`src/rtl/core/ctc_pkg.sv`:
```
// Shared types and constants of the greedy CTC decoder.
// No dependencies; every other file of the decoder imports this package.
`default_nettype none

package ctc_pkg;

  localparam int PROB_W = 16;   // Q0.16 score
  localparam int IDX_W  = 13;   // vocabulary index
  localparam int SUM_W  = 23;   // score sum
  localparam int CNT_W  = 8;    // emitted character count

  localparam int DEF_VOCAB_LEN = 8192;
  localparam int DEF_MAX_STEPS = 128;

  localparam int CMD_DEPTH = 4;
  localparam int CMD_PTR_W = $clog2(CMD_DEPTH);
  localparam int CMD_CNT_W = $clog2(CMD_DEPTH + 1);

  localparam int DIV_STEPS = SUM_W;
  localparam int DIV_CNT_W = $clog2(DIV_STEPS);

  localparam logic KIND_CHAR = 1'b0;
  localparam logic KIND_AVG  = 1'b1;

  // Work handed from the front end to the back end for one input word.
  typedef struct packed {
    logic             has_char;
    logic [IDX_W-1:0] char_index;
    logic             has_avg;
    logic [SUM_W-1:0] score_sum;
    logic [CNT_W-1:0] char_total;
  } cmd_t;

  typedef struct packed {
    logic full;
    logic empty;
  } fifo_stat_t;

  typedef enum logic [1:0] {
    ST_IDLE,
    ST_CHAR,
    ST_DIV,
    ST_AVG
  } back_state_t;

endpackage

`default_nettype wire

```
`src/rtl/core/ctc_cmd_fifo.sv`:
```
// Short command queue between the decoder front end and back end.
// Depends on ctc_pkg for cmd_t and the queue depth.
`default_nettype none

module ctc_cmd_fifo
  import ctc_pkg::*;
(
  input  wire logic  clk,
  input  wire logic  rst,
  input  wire logic  push,
  input  wire cmd_t  push_cmd,
  input  wire logic  pop,
  output cmd_t       head,
  output fifo_stat_t stat
);

  cmd_t                 entries [CMD_DEPTH];
  logic [CMD_PTR_W-1:0] wr_ptr;
  logic [CMD_PTR_W-1:0] rd_ptr;
  logic [CMD_CNT_W-1:0] fill;

  assign head       = entries[rd_ptr];
  assign stat.full  = fill == CMD_CNT_W'(CMD_DEPTH);
  assign stat.empty = fill == '0;

  always_ff @(posedge clk) begin
    if (push) begin
      entries[wr_ptr] <= push_cmd;
    end
  end

  always_ff @(posedge clk) begin
    if (rst) begin
      wr_ptr <= '0;
      rd_ptr <= '0;
      fill   <= '0;
    end else begin
      if (push) begin
        wr_ptr <= (wr_ptr == CMD_PTR_W'(CMD_DEPTH - 1)) ? '0 : wr_ptr + CMD_PTR_W'(1);
      end
      if (pop) begin
        rd_ptr <= (rd_ptr == CMD_PTR_W'(CMD_DEPTH - 1)) ? '0 : rd_ptr + CMD_PTR_W'(1);
      end
      fill <= fill + CMD_CNT_W'(push) - CMD_CNT_W'(pop);
    end
  end

endmodule

`default_nettype wire

```
`config.mk`:
```
export PLATFORM = sky130hd
export DESIGN_NAME = ctc_cmd_fifo
export DESIGN_NICKNAME = d
export VERILOG_FILES = /design/src/rtl/core/ctc_pkg.sv /design/src/rtl/core/ctc_cmd_fifo.sv
export SDC_FILE = /design/constraint.sdc
export NUM_CORES = 1
export LEC_CHECK = 0
export BUFFER_PORTS_ARGS = -buffer_cell sky130_fd_sc_hd__buf_4
export CAP_MARGIN = 20
export CORE_ASPECT_RATIO = 0.7
export CORE_UTILIZATION = 50
export CTS_CLUSTER_SIZE = 40
export DETAILED_ROUTE_END_ITERATION = 8
export PLACE_DENSITY_LB_ADDON = 0.15
export SLEW_MARGIN = 15
export SYNTH_ARGS = -nofsm -noshare
export SYNTH_HDL_FRONTEND = slang
export SYNTH_SLANG_ARGS = --single-unit
```
`constraint.sdc`:
```
create_clock -name clk -period 2.58 [get_ports clk]
set_input_delay 0.129 -clock clk [delete_from_list [all_inputs] [get_ports clk]]
set_output_delay 0.129 -clock clk [all_outputs]
set_load 0.02 [all_outputs]
```
# Yosys cells after proc, flatten, opt, wreduce, memory -nomap -nowiden

Memories as Yosys holds them, arrays and structs flattened. A register that Yosys moved wholly into a read port is not among the register bits.
Index checks and enable logic that the tools add are counted.

Bits in registers: 7
Latch bits: 0
Memory bits (writable): 184
ROM bits: 0
Bits of input ports: 50
Output and inout bits: 48
Word-level logic and storage cells: 18
Memories kept: 1

Add/sub/neg operators: 4
$mul: 0
Div/mod/pow operators: 0
Order comparisons: 0
Eq/ne operators: 3
Shift operators: 0
Mux-type cells: 6
Bitwise operators: 0
Reductions and logical operators: 1

Memory list:

| name    | words | width | rd ports | clocked after memory_dff | write ports | line               | RTL |
|---|---|---|---|---|---|---|---|
| entries | 4     | 46    | 1        | 1                        | 1           | ctc_cmd_fifo.sv:17 | `cmd_t entries [CMD_DEPTH];` |

Operators by type and width:

| kind                                         | count |
|---|---|
| two-way mux 2 bit                            | 4 |
| adder 2 x 1 -> 2 bit (second input constant) | 2 |
| == test 2 bit (second input constant)        | 2 |
| adder 3 x 1 -> 3 bit                         | 1 |
| == test 3 bit (second input constant)        | 1 |
| zero test 3 bit                              | 1 |
| subtractor 3 x 1 -> 3 bit                    | 1 |
| two-way mux 1 bit                            | 2 |

# Longest topological paths before layout

Gate-level depths: netlist (run 1).

Depth in word-level cells: 4
Depth in mapped cells: 7
Depth with buffers taken out: 7

# Least setup slack after synthesis (run 1)

OpenSTA, ideal clock, no wires.

Path kind: register to register
From: register wr_ptr[0]
To: memory entries[2][0] (netlist bit) (enable)
Setup time: 408 ps
Arrival time: 1641 ps
Required time: 2172 ps
Slack: 531 ps
Cell stages (with the launch flop): 4
Path buffers: 0
Period minus slack after synthesis: 2049 ps
Cells stage by stage: dfxtp_1 > inv_1 > ha_1 > and2_1

RTL lines:

| item                   | line               | RTL |
|---|---|---|
| start, declared        | ctc_cmd_fifo.sv:18 | `logic [CMD_PTR_W-1:0] wr_ptr;` |
| start signal, assigned | ctc_cmd_fifo.sv:39 | `wr_ptr <= (wr_ptr == CMD_PTR_W'(CMD_DEPTH - 1)) ? '0 : wr_ptr + CMD_PTR_W'(1);` |
| end, declared          | ctc_cmd_fifo.sv:17 |  |

No word-level cell before the write port.

==> run summary, run 1 <==
worst stage delay on the critical path: 0.59 ns
CTS tree: yes
Final GP Congestion: 0.700
commonest cells after routing, fill and taps aside: edfxtp_1, buf_4, dlygate4sd3_1
fraction of layout cells with a size suffix above 1: 0.402
Die Height: 102 um
# diodes: 0
CP startpoint kind: register
wire per inst: 18.7 um
Post-CTS Hold Buffers: 48
clock transition at the registers of the reported paths: 0.07 ns
H-tree levels: 4
Syn Inst Count: 283
grt total ovfl: 0
via count: 3332
PwrDens: 756 nW/um^2
PortBufs: 97
Sequential Power Share: 0.521
Finished Cell Area: 9220 um^2
post-route setup TNS: 0 ns
CP max-delay cell: dfxtp_4
Placed Area: 8160 um^2
Internal Power: 5.37 mW
metal3 WL: 584 um
Max Cap Viol: 0
IO Count: 98
final hold viol count: 0
Psw: 1.60 mW
DR pass1 iterations: 4
Static Leakage: 3.20 nW
Cell Area, Synth: 7150 um^2
Crit. End Element: primary output
DRC: 0
die extent in x: 145 um
Hold WC Path Type: input port to register
footprint of the multi-input gates: 1320 um^2
clock tree sinks: 193
setup bufs post-CTS: 0
metal2 WL: 6040 um
Skew-Pair Late Insertion Delay: 0.42 ns
Comb power frac: 0.118
final setup violation count: 0
initial detailed-routing violation count: 183
initial antenna violation count: 0
critical path type: register to primary output
Num CTS Buffers: 17
top_reg_cell synth: edfxtp_1
asr flop ratio synth: 0
Total Nets Final: 505
status: finished clean
P&R area growth vs syn: 28.9%
die area: 14800 um^2
Via density: 5.13
vias in the first global route: 3507
GRT Util Overall: 0.177
worst rel slew slack: 0.610
area of the core: 13900 um^2
top-area cell type share of the netlist area: 0.772
synth top area cells: edfxtp_1, mux4_2, dfxtp_1
CTS max path bufs: 2
DRT Wirelength: 12200 um
Yosys cell types: 21
post-route core utilization: 0.663
fmax: 466 MHz
Seq cells post-synth: 193
total power: 6.97 mW
Req. time, crit path: 2.45 ns
# rows: 36
switching fraction of total power: 0.230
clock power share: 0.361
Seq/Total Area, Yosys: 0.797
first-pass GRT wire length: 18800 um
fin worst setup slack: 0.433 ns
syn_area_per_cell: 25.3 um^2
CP cell instances: buf_4 -> mux4_1 -> buf_4
post-cts resize count: 0
nets in the synthesized netlist: 341
final period utilization: 0.832
WP data arrival: 2.02 ns
Starting Density: 0.514
pin count of the biggest net entering global routing: 47
slew at the pin closest to its max-slew limit: 0.585 ns
HPWL Detailed: 7080 um
Max Slew Vio Count: 0
CP Max Fanout: 18
FF/Latch Area: 5710 um^2
Crit path top cell by count: buf_4
Clock Tree Root: clkbuf_16
filler instances: 921
Post-synth EDFFs: 184
Tmin final: 2.15 ns
dpl ws: 0.809 ns
cell taking the most area after synthesis: edfxtp_1
RSZ-0062 raised after global routing: false
DRT met1 WL: 5390 um
Layout Skew: 0.0109 ns
max layer used: met4
most common cell after layout, fill and taps aside: edfxtp_1
VDD IR max: 521 uV
ANT nets after route: 0
Synth warnings: 0
==> through the flow <==
stage,instances,hold slack (ns)
after global routing,650,0.0317
final,650,0.0339
after detailed placement,570,0.332
after global placement,570,0.328
after floorplan,283,0.198
after CTS,650,0.0122
==> worst max-delay path, delay by kind of cell (launching register included) <==
family | cells | cell delay [ns]
muxes | 1 | 0.56
DFF | 1 | 0.59
buffers and inverters | 2 | 0.44
==> metal layers <==
layer  vias to the layer above  global-route usage
met4                         0              0.0786
met3                        13              0.0446
li1                       1526                   -
met2                        89               0.292
met5                         -                   0
met1                      1704               0.226
==> cells in the mapped netlist, types with 3 or more instances <==
cell	n
dfxtp_1	9
mux4_2	40
edfxtp_1	184
and2_1	4
inv_1	6
mux4_1	6
ha_1	7
buf_2	4
buf_12	4
nor2_1	3
==> kinds of logic after synthesis <==
group | Yosys count | share of synthesized area
flip-flops | 193 | 0.797
adder cells (fa/ha/maj) | 8 | 0.0150
XOR/XNOR | 1 | 0.00332
buffers and inverters | 16 | 0.0194
multiplexers | 48 | 0.151
AND/OR/NAND/NOR | 15 | 0.0126
AO/OA/AOI/OAI | 2 | 0.00140
==> power by group through the flow <==
stage,combinational [mW],sequential [mW],clock [mW]
3_5_place_dp,0.772,3.71,0
6_report,0.822,3.63,2.51
5_1_grt,0.883,3.65,2.68
2_1_floorplan,0.468,3.67,0
4_1_cts,0.834,3.64,2.57
3_3_place_gp,0.761,3.70,0
==> cell type report <==
cell class              instances  area share
repair buffers                155       0.147
multi-input cells              74       0.143
well taps                     190      0.0258
clock buffers                  18      0.0465
flip-flops and latches        193       0.619
clock inverters                14      0.0160
inverters                       6     0.00244
==> registers in the layout (all words and copies together) (netlist names), named ones only <==
register and count:
entries 184, fill 3, rd_ptr 2, wr_ptr 2
==> path summary, 6_finish.rpt <==
check | from | endpoint | slack [ns] | depth (start not counted)
min | pop | register | 0.03 | 3
min reg2reg | rd_ptr[0] | register | 0.50 | 2
max reg2reg | fill[0] | fill[2] | 0.81 | 7
max | register | head[40] | 0.43 | 3
Note: power is estimated with default switching activity, not from simulation.
==> run 2: changes to the inputs <==
==> constraint.sdc (replaced) <==
create_clock -name clk -period 2.1 [get_ports clk]
set_input_delay 0.105 -clock clk [delete_from_list [all_inputs] [get_ports clk]]
set_output_delay 0.105 -clock clk [all_outputs]
set_load 0.02 [all_outputs]
==> run summary, run 2 (same netlist as run 1, synthesis figures left out) <==
CP Max Fanout: 16
initial detailed-routing violation count: 169
post-route setup TNS: 0 ns
DRT Wirelength: 12100 um
footprint of the multi-input gates: 1320 um^2
commonest cells after routing, fill and taps aside: edfxtp_1, buf_4, dlygate4sd3_1
PortBufs: 97
status: finished clean
area of the core: 13900 um^2
largest registers: entries (184), fill (3)
most common cell after layout, fill and taps aside: edfxtp_1
H-tree levels: 4
post-route core utilization: 0.662
Total Nets Final: 511
Layout Skew: 0.00889 ns
FF/Latch Area: 5710 um^2
P&R area growth vs syn: 28.8%
WP data arrival: 1.76 ns
fin worst setup slack: 0.232 ns
die extent in x: 145 um
via count: 3360
clock tree sinks: 193
Crit. End Element: primary output
worst rel slew slack: 0.715
max reg flops: 184
Req. time, crit path: 2.00 ns
IO Count: 98
register with the most flip-flops: entries
slew at the pin closest to its max-slew limit: 0.427 ns
# rows: 36
final hold viol count: 0
critical path type: register to primary output
grt total ovfl: 0
GRT Util Overall: 0.176
Starting Density: 0.514
DRC: 0
ANT nets after route: 0
Skew-Pair Late Insertion Delay: 0.42 ns
DR pass1 iterations: 4
Max Cap Viol: 0
Die Height: 102 um
CP startpoint kind: register
PwrDens: 924 nW/um^2
pin count of the biggest net entering global routing: 29
first-pass GRT wire length: 18500 um
final setup violation count: 0
Placed Area: 8130 um^2
Hold WC Path Type: input port to register
RSZ-0062 raised after global routing: false
HPWL Detailed: 7060 um
# diodes: 0
Finished Cell Area: 9210 um^2
initial antenna violation count: 0
Via density: 5.12
wire per inst: 18.5 um
Tmin final: 1.87 ns
Clock Tree Root: clkbuf_16
CTS max path bufs: 2
final period utilization: 0.889
fraction of layout cells with a size suffix above 1: 0.412
dpl ws: 0.377 ns
CTS tree: yes
die area: 14800 um^2
Static Leakage: 3.22 nW
total power: 8.51 mW
vias in the first global route: 3457
post-cts resize count: 0
clock transition at the registers of the reported paths: 0.07 ns
Max Slew Vio Count: 0
fmax: 535 MHz
Final GP Congestion: 0.687
filler instances: 927
Num CTS Buffers: 17
VDD IR max: 557 uV
run 2: what timing repair did:
action / CTS / global route
setup endpoints to repair: 1 / 0
endpoints found under the hold margin: 193 / 0
setup buffers: 3 / 0
hold buffers: 49 / 0
run 2: worst paths after layout:
path | start | to | slack [ns] | cells past startpoint
setup / recovery | register | head[33] | 0.23 | 3
hold reg to reg | rd_ptr[0] | register | 0.51 | 2
hold / removal | push_cmd[38] | entries[1][38] | 0.42 | 2
setup reg to reg | fill[0] | fill[2] | 0.38 | 7
run 2: report_power, final:
part | switching [mW] | total [mW] | leakage (nW) | internal (mW)
clock network | 1.47 | 3.05 | 0.279 | 1.58
logic | 0.501 | 1.03 | 1.18 | 0.526
registers | 0.0500 | 4.44 | 1.77 | 4.39
total | 2.02 | 8.51 | 3.22 | 6.49
run 2: metrics by stage:
| step | instances | hold WS, ns |
|---|---|---|
| global route | 656 | 0.406 |
| global placement | 572 | 0.305 |
| CTS | 656 | 0.401 |
| floorplan | 283 | 0.174 |
| finish | 656 | 0.417 |
| detailed placement | 572 | 0.307 |
run 2: final cells by class:
cell class                 count  area share
clock buffer                  17      0.0462
inverter                       6     0.00244
tap                          190      0.0258
timing repair buffer         161       0.147
multi-input combinational     74       0.143
clock inverter                15      0.0156
sequential                   193       0.620
run 2: layer usage:
layer,share of wire,track usage,vias to the layer above
li1,-,-,1540
met1,0.44,0.221,1727
met2,0.51,0.292,84
met3,0.046,0.0545,9
met4,0.0063,0.0679,0
met5,0,0,-
run 2: worst max-delay path, cell delays in order (launching register included):
cell	delay (ns)
dfxtp_4	0.41
buf_12	0.20
mux4_2	0.56
buf_4	0.18
